--- config.mk ---
export PLATFORM = sky130hd
export DESIGN_NAME = image_header_size_sniffer_top
export DESIGN_NICKNAME = d
export VERILOG_FILES = /design/src/hw/rtl/ihs_pkg.sv /design/src/hw/rtl/ihs_parser.sv /design/src/hw/rtl/image_header_size_sniffer_top.sv
export SDC_FILE = /design/constraint.sdc
export NUM_CORES = 1
export LEC_CHECK = 0
export ABC_AREA = 1
export ABC_CLOCK_PERIOD_IN_PS = 6900
export BUFFER_PORTS_ARGS = -buffer_cell sky130_fd_sc_hd__buf_2
export CAP_MARGIN = 10
export CELL_PAD_IN_SITES_DETAIL_PLACEMENT = 1
export CELL_PAD_IN_SITES_GLOBAL_PLACEMENT = 2
export CORE_AREA = 3 3 211 213
export DETAILED_ROUTE_END_ITERATION = 7
export DIE_AREA = 0 0 214 216
export GPL_ROUTABILITY_DRIVEN = 0
export PLACE_DENSITY_LB_ADDON = 0.1
export SLEW_MARGIN = 20
export SYNTH_ARGS = -nofsm -noshare
export SYNTH_HDL_FRONTEND = slang
export SYNTH_HIERARCHICAL = 1
export SYNTH_SLANG_ARGS = --single-unit
--- constraint.sdc ---
create_clock -name i_clk -period 6.9 [get_ports i_clk]
set_input_delay 0.69 -clock i_clk [delete_from_list [all_inputs] [get_ports i_clk]]
set_output_delay 0.69 -clock i_clk [all_outputs]
set_load 0.1 [all_outputs]
--- src/hw/rtl/ihs_pkg.sv ---
package ihs_pkg;

    // Default width of the byte position counter.
    localparam int IHS_OFFSET_BITS = 32;

    // Format codes reported with every result.
    localparam logic [1:0] FMT_UNKNOWN = 2'd0;
    localparam logic [1:0] FMT_PNG     = 2'd1;
    localparam logic [1:0] FMT_JPEG    = 2'd2;
    localparam logic [1:0] FMT_BMP     = 2'd3;

    // One result of a finished file.
    typedef struct packed {
        logic signed [31:0] height;
        logic        [30:0] width;
        logic        [1:0]  format;
    } t_result;

endpackage

--- src/hw/rtl/ihs_parser.sv ---
module ihs_parser #(
    parameter int OFFSET_BITS = ihs_pkg::IHS_OFFSET_BITS
) (
    input  logic             i_clk,
    input  logic             i_rst_n,
    input  logic             i_step,
    input  logic [7:0]       i_byte,
    input  logic             i_last,
    output ihs_pkg::t_result o_result
);
    import ihs_pkg::*;

    typedef enum logic [2:0] {
        PH_EXPECT_FF  = 3'd0,
        PH_MARKER     = 3'd1,
        PH_LEN_HIGH   = 3'd2,
        PH_LEN_LOW    = 3'd3,
        PH_BODY       = 3'd4
    } t_phase;

    localparam logic [7:0] PNG_SIG [8] = '{8'd137, 8'd80, 8'd78, 8'd71,
                                           8'd13, 8'd10, 8'd26, 8'd10};
    localparam logic [7:0] IHDR_TAG [4] = '{8'd73, 8'd72, 8'd68, 8'd82};

    localparam logic [7:0] BYTE_FF  = 8'hFF;
    localparam logic [7:0] BYTE_D0  = 8'hD0;
    localparam logic [7:0] BYTE_D8  = 8'hD8;
    localparam logic [7:0] BYTE_EOI = 8'hD9;
    localparam logic [7:0] BYTE_SOF = 8'hC0;
    localparam logic [7:0] BYTE_B   = 8'h42;
    localparam logic [7:0] BYTE_M   = 8'h4D;

    logic [OFFSET_BITS-1:0] r_offset, n_offset;
    logic [1:0]             r_format, n_format;
    logic                   r_match, n_match;
    t_phase                 r_phase, n_phase;
    logic [7:0]             r_marker, n_marker;
    logic [15:0]            r_seg_left, n_seg_left;
    logic [15:0]            r_seg_idx, n_seg_idx;
    logic [31:0]            r_width, n_width;
    logic [31:0]            r_height, n_height;
    logic                   r_done, n_done;

    // Replace one byte lane of a 32-bit accumulator.
    function automatic logic [31:0] put_lane(input logic [31:0] acc,
                                             input logic [1:0] lane,
                                             input logic [7:0] b);
        logic [31:0] res;
        res = acc;
        case (lane)
            2'd0:    res[7:0]   = b;
            2'd1:    res[15:8]  = b;
            2'd2:    res[23:16] = b;
            default: res[31:24] = b;
        endcase
        return res;
    endfunction

    always_comb begin
        logic [OFFSET_BITS-1:0] o;
        logic [15:0]            seg_len;
        logic [15:0]            left_dec;
        o          = r_offset;
        seg_len    = {r_seg_left[7:0], i_byte};
        left_dec   = r_seg_left - 16'd1;
        n_offset   = (r_offset != '1) ? r_offset + OFFSET_BITS'(1) : r_offset;
        n_format   = r_format;
        n_match    = r_match;
        n_phase    = r_phase;
        n_marker   = r_marker;
        n_seg_left = r_seg_left;
        n_seg_idx  = r_seg_idx;
        n_width    = r_width;
        n_height   = r_height;
        n_done     = r_done;

        if (o == '0) begin
            if (i_byte == PNG_SIG[0]) begin
                n_format = FMT_PNG;
            end else if (i_byte == BYTE_FF) begin
                n_format = FMT_JPEG;
            end else if (i_byte == BYTE_B) begin
                n_format = FMT_BMP;
            end else begin
                n_format = FMT_UNKNOWN;
                n_match  = 1'b0;
            end
        end else if (r_match) begin
            case (r_format)
                FMT_PNG: begin
                    if (o < OFFSET_BITS'(8)) begin
                        if (i_byte != PNG_SIG[o[2:0]]) n_match = 1'b0;
                    end else if (o >= OFFSET_BITS'(12) && o < OFFSET_BITS'(16)) begin
                        if (i_byte != IHDR_TAG[o[1:0]]) n_match = 1'b0;
                    end else if (o >= OFFSET_BITS'(16) && o < OFFSET_BITS'(20)) begin
                        // Big-endian: the first size byte lands in the top lane.
                        n_width = put_lane(r_width, ~o[1:0], i_byte);
                    end else if (o >= OFFSET_BITS'(20) && o < OFFSET_BITS'(24)) begin
                        n_height = put_lane(r_height, ~o[1:0], i_byte);
                    end
                end
                FMT_JPEG: begin
                    if (o == OFFSET_BITS'(1)) begin
                        if (i_byte != BYTE_D8) n_match = 1'b0;
                    end else if (o == OFFSET_BITS'(2)) begin
                        if (i_byte != BYTE_FF) n_match = 1'b0;
                        else n_phase = PH_MARKER;
                    end else if (!r_done) begin
                        case (r_phase)
                            PH_MARKER: begin
                                // Fill bytes of FF are skipped.
                                if (i_byte != BYTE_FF) begin
                                    n_marker = i_byte;
                                    if (i_byte == BYTE_EOI) begin
                                        n_done  = 1'b1;
                                        n_phase = PH_EXPECT_FF;
                                    end else if (i_byte >= BYTE_D0 && i_byte <= BYTE_D8) begin
                                        n_phase = PH_EXPECT_FF;
                                    end else begin
                                        n_phase = PH_LEN_HIGH;
                                    end
                                end
                            end
                            PH_LEN_HIGH: begin
                                n_seg_left = {8'd0, i_byte};
                                n_phase    = PH_LEN_LOW;
                            end
                            PH_LEN_LOW: begin
                                n_seg_idx = 16'd0;
                                if (seg_len <= 16'd2) begin
                                    n_seg_left = 16'd0;
                                    n_phase    = PH_EXPECT_FF;
                                end else begin
                                    n_seg_left = seg_len - 16'd2;
                                    n_phase    = PH_BODY;
                                end
                            end
                            PH_BODY: begin
                                if (r_marker == BYTE_SOF) begin
                                    if (r_seg_idx == 16'd1) begin
                                        n_height = {16'd0, i_byte, 8'd0};
                                    end else if (r_seg_idx == 16'd2) begin
                                        n_height = {r_height[31:8], i_byte};
                                    end else if (r_seg_idx == 16'd3) begin
                                        n_width = {16'd0, i_byte, 8'd0};
                                    end else if (r_seg_idx == 16'd4) begin
                                        n_width = {r_width[31:8], i_byte};
                                    end
                                end
                                n_seg_idx  = r_seg_idx + 16'd1;
                                n_seg_left = left_dec;
                                if (left_dec == 16'd0) n_phase = PH_EXPECT_FF;
                            end
                            default: begin
                                n_phase = (i_byte == BYTE_FF) ? PH_MARKER : PH_EXPECT_FF;
                            end
                        endcase
                    end
                end
                FMT_BMP: begin
                    if (o == OFFSET_BITS'(1)) begin
                        if (i_byte != BYTE_M) n_match = 1'b0;
                    end else if (o >= OFFSET_BITS'(18) && o < OFFSET_BITS'(22)) begin
                        // Little-endian: offset 18 is the low lane.
                        n_width = put_lane(r_width, o[1:0] ^ 2'b10, i_byte);
                    end else if (o >= OFFSET_BITS'(22) && o < OFFSET_BITS'(26)) begin
                        n_height = put_lane(r_height, o[1:0] ^ 2'b10, i_byte);
                    end
                end
                default: begin
                end
            endcase
        end

        // Result as seen with this byte's updates applied.
        o_result = '0;
        if (n_match) begin
            if (n_format == FMT_PNG && o >= OFFSET_BITS'(15)) begin
                o_result.format = FMT_PNG;
                o_result.width  = n_width[31] ? 31'h7FFF_FFFF : n_width[30:0];
                o_result.height = n_height[31] ? 32'sh7FFF_FFFF : $signed(n_height);
            end else if (n_format == FMT_JPEG && o >= OFFSET_BITS'(2)) begin
                o_result.format = FMT_JPEG;
                o_result.width  = {15'd0, n_width[15:0]};
                o_result.height = $signed({16'd0, n_height[15:0]});
            end else if (n_format == FMT_BMP && o >= OFFSET_BITS'(1)) begin
                o_result.format = FMT_BMP;
                o_result.width  = n_width[31] ? 31'd0 : n_width[30:0];
                o_result.height = $signed(n_height);
            end
        end
    end

    always_ff @(posedge i_clk) begin
        if (!i_rst_n || (i_step && i_last)) begin
            r_offset   <= '0;
            r_format   <= FMT_UNKNOWN;
            r_match    <= 1'b1;
            r_phase    <= PH_EXPECT_FF;
            r_marker   <= 8'd0;
            r_seg_left <= 16'd0;
            r_seg_idx  <= 16'd0;
            r_width    <= 32'd0;
            r_height   <= 32'd0;
            r_done     <= 1'b0;
        end else if (i_step) begin
            r_offset   <= n_offset;
            r_format   <= n_format;
            r_match    <= n_match;
            r_phase    <= n_phase;
            r_marker   <= n_marker;
            r_seg_left <= n_seg_left;
            r_seg_idx  <= n_seg_idx;
            r_width    <= n_width;
            r_height   <= n_height;
            r_done     <= n_done;
        end
    end

endmodule

--- src/hw/rtl/image_header_size_sniffer_top.sv ---
// Image header sniffer: reads an image file one byte per transfer and reports
// its format (unknown, PNG, JPEG or BMP) with pixel width and height.
// The slave channel carries one file byte in s_axis_tdata; s_axis_tlast marks
// the final byte of a file. The master channel carries one result per file,
// sent only after the byte marked last.
// A byte is first captured in an input register; as it advances from there,
// the parser updates its header state and, for a last byte, loads the
// result register. One byte is taken every cycle while no last byte waits
// on a pending result: the parser does one short update per byte, so
// throughput is one byte per clock.
// When the receiver stalls with a result pending, bytes of the next file keep
// flowing; only a further last byte waits in the input register until the
// pending result is taken, which then holds the slave side too.
// After a last byte all parser state returns to its reset values, so the next
// byte starts a new file. Reset (i_rst_n low at a clock edge) empties both
// registers and restarts the parser.
module image_header_size_sniffer_top #(
    parameter int OFFSET_BITS = ihs_pkg::IHS_OFFSET_BITS
) (
    input  logic        i_clk,
    input  logic        i_rst_n,
    input  logic        s_axis_tvalid,
    output logic        s_axis_tready,
    input  logic [7:0]  s_axis_tdata,  // [7:0] data_byte
    input  logic        s_axis_tlast,  // last_byte
    output logic        m_axis_tvalid,
    input  logic        m_axis_tready,
    output logic [71:0] m_axis_tdata   // [1:0] image_format, [32:2] image_width,
                                       // [64:33] image_height, [71:65] zero
);
    import ihs_pkg::*;

    logic       r_in_valid;
    logic [7:0] r_in_byte;
    logic       r_in_last;
    logic       r_out_valid;
    t_result    r_out;
    t_result    parse_result;
    logic       out_free;
    logic       advance;

    // The held byte moves on unless it would produce a result with the
    // result register still occupied.
    assign out_free      = !r_out_valid || m_axis_tready;
    assign advance       = r_in_valid && (!r_in_last || out_free);
    assign s_axis_tready = !r_in_valid || advance;

    always_ff @(posedge i_clk) begin
        if (!i_rst_n) begin
            r_in_valid <= 1'b0;
        end else if (s_axis_tready) begin
            r_in_valid <= s_axis_tvalid;
        end
    end

    always_ff @(posedge i_clk) begin
        if (s_axis_tvalid && s_axis_tready) begin
            r_in_byte <= s_axis_tdata;
            r_in_last <= s_axis_tlast;
        end
    end

    ihs_parser #(
        .OFFSET_BITS(OFFSET_BITS)
    ) u_parser (
        .i_clk   (i_clk),
        .i_rst_n (i_rst_n),
        .i_step  (advance),
        .i_byte  (r_in_byte),
        .i_last  (r_in_last),
        .o_result(parse_result)
    );

    always_ff @(posedge i_clk) begin
        if (!i_rst_n) begin
            r_out_valid <= 1'b0;
        end else if (advance && r_in_last) begin
            r_out_valid <= 1'b1;
        end else if (m_axis_tready) begin
            r_out_valid <= 1'b0;
        end
    end

    always_ff @(posedge i_clk) begin
        if (advance && r_in_last) begin
            r_out <= parse_result;
        end
    end

    assign m_axis_tvalid = r_out_valid;
    assign m_axis_tdata  = {7'd0, r_out};

endmodule
==> out/qor.txt, run 1 <==
Vias in the first global route: 17700
Minimum clock period: 4270 ps
Worst Hold End: r_in_byte[3]
Iteration-0 DRC Markers: 1237
Pleak: 7.56 nW
Biggest area consumer among synthesized cells: dfxtp_1
Tightest Pin Transition: 1110 ps
Total of max-cap violations: 0
Worst r2r src: u_parser/r_offset[1]
CP cell instances: inv_2 -> ha_1 -> buf_4 -> nand2_1 -> inv_1 -> nand3_4 -> nand3_2 -> buf_4 -> inv_2 -> nand2_1 -> inv_1 -> nand3_2 -> nand3_1 -> a21oi_1
Required time of the critical path: 7290 ps
Ys async rst share: 0%
Flop pwr share: 40.8%
Cell area power density: 199 nW/um^2
CP Launch Type: register
Diode count: 0
Switching component of the power: 1.10 mW
Final setup fails: 0
Final worst-path cycle share: 61.8%
Clock Power Share: 43.9%
Post-synth EDFFs: 74
DR vias: 17300
I/O pin cnt: 87
Hold Vio Cnt, Final: 0
Setup bufs post-CTS: 0
RSZ-0062 raised after global routing: no
Most frequent cells in the layout: nand2_1, nand3_1, nor2_1, o21ai_0, inv_1
Clock skew: 14.4 ps
Seq cells post-synth: 219
Sw frac: 31.7%
Worst rel slew slack: 25.6%
Primary FF master, synth: dfxtp_1
Avg WL per Cell: 20.5 um
Max Clk Rate: 234 MHz
Total power: 3.47 mW
Layout cells sized above 1: 10.1%
Cells after Synth: 2509
Share of the yosys chip area belonging to registers: 32.4%
Gates resized, CTS repair: 0
Drt pass-1 iters: 5
DRC: 0
Worst path slowest cell: nand3_1
Comb pwr share: 15.2%
Commonest non-fill, non-tap cell in the layout: nand2_1
Synth top area share: 18.3%
Hold-critical path depth: 1
Clock root buffer master: clkbuf_16
Nets: 2538
Status: completed
Count of buffer and inverter cells on the critical path: 6
DIE HEIGHT: 216 um
Routed WL: 64000 um
Max VDD drop: 0.197 mV
TNS Setup: 0 ps
Reg-to-reg slack, setup: 2630 ps
Placed Area: 16500 sq um
Die width: 214 um
Crit-path max cell delay: 690 ps
WS Path Type: reg -> reg
CTS tree: yes
Int Power: 2.37 mW
Tot GR Track Use: 27.3%
Synth top area cells: dfxtp_1, nand2_1, edfxtp_1
Post-Syn Area: 15800 sq um
Drt via density: 5.54
HPWL after detailed placement: 43900 um
Reg-to-reg endpoint: m_axis_tdata[2]
Clk slew on worst S/H paths: 70 ps
Worst R2R Path Depth: 14
Row cnt: 76
Yosys cell types: 52
Arrival @ worst endpoint: 4650 ps
Worst Path Max Fanout: 59
Non-Filler Instances: 3118
H-tree depth: 1
Cells after DPL: 3065
Skew-Pair Late Insertion Delay: 570 ps
Final Max Tran Viols: 0
Min-delay src: s_axis_tdata[3]
Pre-CTS setup slack: 2720 ps
First-pass GRT wire length: 102000 um
Largest net degree at the start of global routing: 93
YS warnings: 6
Min-Delay Path Class: in -> reg
Initial Util: 36.9%
Design area: 17500 sq um
IO Port Bufs: 79
CTS sink count: 219
DIE AREA: 46200 sq um
Number of antenna violations at the first check in global routing: 0
Layout area overhead: 10.3%
Total grt overflow: 0
Worst path setup slack after routing: 2630 ps
CTS max path bufs: 3
Syn avg cell area: 6.31 sq um
CP delay by family, top: buffers and inverters
Worst Setup End Kind: register
Core Footprint: 42900 sq um
Cts hold-fix bufs: 0
Routed Antenna Nets: 0
Crit. path cell count: 14
Total CTS buffers: 29
## metrics by stage
step	hold WS [ps]	utilization [%]
CTS	272	40.7
detailed placement	482	38.5
global placement	476	38.5
finish	299	40.7
global route	287	40.7
floorplan	459	-
## worst max-delay path by stage
stage | slack (ps) | startpoint | endpoint
6_report | 2630 | u_parser/r_offset[1] | m_axis_tdata[2]
5_1_grt | 2370 | u_parser/r_offset[1] | m_axis_tdata[7]
4_1_cts | 2690 | u_parser/r_offset[1] | m_axis_tdata[3]
3_5_place_dp | 2720 | u_parser/r_offset[1] | m_axis_tdata[3]
3_3_place_gp | 2940 | u_parser/r_offset[1] | m_axis_tdata[3]
2_1_floorplan | 4230 | m_axis_tvalid | u_parser/r_width[24]
## power groups by stage
stage               clock network [mW]  registers [mW]  logic, mW
floorplan                            0            1.49      0.324
global placement                     0            1.44      0.513
detailed placement                   0            1.44      0.523
CTS                               1.56            1.42      0.525
global route                      1.62            1.42      0.580
finish                            1.52            1.42      0.529
## cell usage after synthesis (17+ instances only)
library cell,number
a21oi_1,144
a21oi_2,20
buf_2,31
clkbuf_1,74
dfxtp_1,145
edfxtp_1,74
inv_1,215
inv_2,25
nand2_1,706
nand3_1,281
nand4_1,56
nor2_1,244
nor2_2,19
nor3_1,37
o211ai_1,26
o21ai_0,230
o21ai_1,17
xor2_1,30
## registers in the layout, summed over array words and instances, names as in the netlist
| name | cells |
|---|---|
| m_axis_tdata | 65 |
| m_axis_tvalid | 1 |
| r_in_byte | 8 |
| r_in_last | 1 |
| r_in_valid | 1 |
| u_parser/r_done | 1 |
| u_parser/r_format | 2 |
| u_parser/r_height | 32 |
| u_parser/r_marker | 8 |
| u_parser/r_match | 1 |
| u_parser/r_offset | 32 |
| u_parser/r_phase | 3 |
| u_parser/r_seg_idx | 16 |
| u_parser/r_seg_left | 16 |
| u_parser/r_width | 32 |
## cell families (layout without fill, tap and decap cells)
| family | Yosys count | count (layout) | synth area share [%] |
|---|---|---|---|
| AO/OA/AOI/OAI | 460 | 460 | 15.8 |
| other | 1 | 7 | 0.0237 |
| buffers and inverters | 378 | 396 | 9.79 |
| XOR/XNOR | 34 | 34 | 1.88 |
| AND/OR/NAND/NOR | 1403 | 1403 | 39.0 |
| flip-flops | 219 | 219 | 32.4 |
| adder cells (fa/ha/maj) | 14 | 14 | 1.11 |
## worst register-to-register path, cell delays in order (launching register included)
cell	delay (ps)
dfxtp_1	400
inv_2	200
ha_1	180
buf_4	280
nand2_1	130
inv_1	160
nand3_4	130
nand3_2	80
buf_4	630
inv_2	480
nand2_1	180
inv_1	60
nand3_2	90
nand3_1	690
a21oi_1	400
## per-layer routing
layer	part of all wire (%)	up-vias	track usage (%)
met3	4.5	119	2.94
li1	-	8282	-
met1	46	8419	36.7
met5	0	-	0
met2	46	439	46.0
met4	3.1	0	8.73
## layout make-up
| type | count | area [sq um] |
|---|---|---|
| Tap cell | 585 | 732 |
| Fill cell | 5705 | 25400 |
| Timing Repair Buffer | 100 | 553 |
| Inverter | 243 | 920 |
| Clock inverter | 20 | 190 |
| Multi-Input combinational cell | 1918 | 9190 |
| Clock buffer | 33 | 741 |
| Sequential cell | 219 | 5120 |
Note: power is estimated with default switching activity, not from simulation.
==> run 2: changes to the inputs <==
--- a/config.mk
+++ b/config.mk
@@ -6,14 +6,14 @@
 export NUM_CORES = 1
 export LEC_CHECK = 0
 export ABC_AREA = 1
-export ABC_CLOCK_PERIOD_IN_PS = 6900
+export ABC_CLOCK_PERIOD_IN_PS = 4090
 export BUFFER_PORTS_ARGS = -buffer_cell sky130_fd_sc_hd__buf_2
 export CAP_MARGIN = 10
 export CELL_PAD_IN_SITES_DETAIL_PLACEMENT = 1
 export CELL_PAD_IN_SITES_GLOBAL_PLACEMENT = 2
-export CORE_AREA = 3 3 211 213
+export CORE_AREA = 3 3 220 222
 export DETAILED_ROUTE_END_ITERATION = 7
-export DIE_AREA = 0 0 214 216
+export DIE_AREA = 0 0 223 225
 export GPL_ROUTABILITY_DRIVEN = 0
 export PLACE_DENSITY_LB_ADDON = 0.1
 export SLEW_MARGIN = 20
==> constraint.sdc (replaced) <==
create_clock -name i_clk -period 4.09 [get_ports i_clk]
set_input_delay 0.409 -clock i_clk [delete_from_list [all_inputs] [get_ports i_clk]]
set_output_delay 0.409 -clock i_clk [all_outputs]
set_load 0.1 [all_outputs]
==> run 2 against run 1 <==
Flip-flop and latch count is the same. Cell area grew 2.4%. Via count grew 0.70%. Sequential share of layout area shrank 0.68 points. Maximum frequency grew 18%. Clock skew grew 2.3 ps.
==> out/qor.txt, run 2 (synthesized netlist as in run 1, its figures left out) <==
DIE HEIGHT: 225 um
Required time of the critical path: 4510 ps
DRC: 0
Drt via density: 5.48
Max Clk Rate: 276 MHz
DR vias: 17400
CP Launch Type: register
Layout cells sized above 1: 11.0%
Avg WL per Cell: 21.0 um
Number of antenna violations at the first check in global routing: 0
Tot GR Track Use: 26.0%
TNS Setup: 0 ps
Diode count: 0
Nets: 2574
Final setup fails: 0
Util after Layout: 38.4%
Minimum clock period: 3620 ps
Core Footprint: 46600 sq um
Setup bufs post-CTS: 0
First-pass GRT wire length: 104000 um
CTS sink count: 219
Row cnt: 79
Min-delay src: i_rst_n
Status: completed
Final worst-path cycle share: 88.6%
Clk slew on worst S/H paths: 60 ps
Tightest Pin Transition: 1210 ps
Busiest grt layer: met2
GRT met3 Usage: 2.76%
Arrival @ worst endpoint: 4040 ps
HPWL after detailed placement: 46600 um
Pleak: 7.79 nW
WS Path Type: reg -> reg
I/O pin cnt: 87
Cell area power density: 338 nW/um^2
Vias in the first global route: 17600
Drt pass-1 iters: 5
Skew-Pair Late Insertion Delay: 580 ps
Routed WL: 66700 um
Worst r2r src: u_parser/r_offset[1]
Initial Util: 34.0%
Total of max-cap violations: 0
Most frequent cells in the layout: nand2_1, nand3_1, nor2_1, o21ai_0, inv_1
CTS max path bufs: 3
Total grt overflow: 0
M1 GR Usage: 35.4%
Number of flip-flops in the largest register: 65
Commonest non-fill, non-tap cell in the layout: nand2_1
Total CTS buffers: 29
DIE AREA: 50200 sq um
CTS tree: yes
Iteration-0 DRC Markers: 1202
Final Max Tran Viols: 0
Min-Delay Path Class: in -> reg
Routed Antenna Nets: 0
Hold Vio Cnt, Final: 0
Worst rel slew slack: 18.4%
Met2 Usage GRT: 43.8%
RSZ-0062 raised after global routing: no
Worst Path Max Fanout: 17
Max VDD drop: 0.315 mV
Die width: 223 um
Crit path launch: u_parser/r_offset[1]
Layout area overhead: 12.9%
Worst Setup End Kind: register
IO Port Bufs: 79
Fillers: 6105
Largest net degree at the start of global routing: 98
Clock skew: 16.7 ps
Clock root buffer master: clkbuf_16
H-tree depth: 1
-- run 2: cell count changes in the layout (fill, tap and decap cells not counted), moves of 3 or more --
cell | before | now
dlygate4sd3_1 | 0 | 9
buf_12 | 0 | 3
bufinv_16 | 3 | 6
clkinv_1 | 6 | 2
clkinvlp_4 | 4 | 0
clkbuf_1 | 4 | 7
buf_4 | 21 | 45
-- run 2: where the power goes --
part           total (mW)  switching [mW]  internal, mW
clock                2.73            1.04          1.68
sequential           2.38          0.0703          2.31
combinational       0.930           0.711         0.219
-- run 2: through the flow --
step	hold WS (ps)	instance area [sq um]	worst slack [ps]	instances	power, mW
floorplan	459	15900	1420	2515	3.05
global placement	478	16800	640	3114	3.32
detailed placement	488	16800	580	3114	3.34
CTS	19.9	17900	562	3174	6.11
global route	64.8	17900	292	3174	6.30
finish	55.0	17900	467	3174	6.04
-- run 2: final cells by class --
cell class,count,area (sq um),share of cell area [%]
Clock buffer,37,766,4.29
Multi-Input combinational cell,1918,9190,51.5
Tap cell,607,759,4.25
Sequential cell,219,5120,28.7
Inverter,243,920,5.15
Timing Repair Buffer,136,883,4.95
Clock inverter,14,219,1.23
-- run 2: worst paths after layout --
| kind | to | slack [ps] | depth (start not counted) |
|---|---|---|---|
| max | m_axis_tdata[7] | 470 | 14 |
| max reg2reg | m_axis_tdata[7] | 470 | 14 |
| min reg2reg | u_parser/r_seg_left[15] | 490 | 2 |
| min | m_axis_tvalid | 60 | 3 |
-- run 2: critical path, stage by stage, from the launching register on --
cell and delay, ps:
dfxtp_1 440, inv_2 250, ha_1 750, inv_1 240
o211ai_1 240, nand2_1 80, nor2_1 130, nand3_1 120
nand2_1 80, nand2_1 60, nand3_2 70, nand2_2 150
nor2_8 410, nand2_4 240, a21oi_1 200
-- run 2: metal layers --
layer / vias up / wire [um]
met2: 391 / 30900
met4: 0 / 1650
met3: 92 / 3090
li1: 8365 / -
met1: 8531 / 31100
met5: - / 0
-- run 2: timing repair --
item,4_1_cts,5_1_grt
gates resized for setup,0,0
hold buffers,9,0
endpoints found under the hold margin,9,0
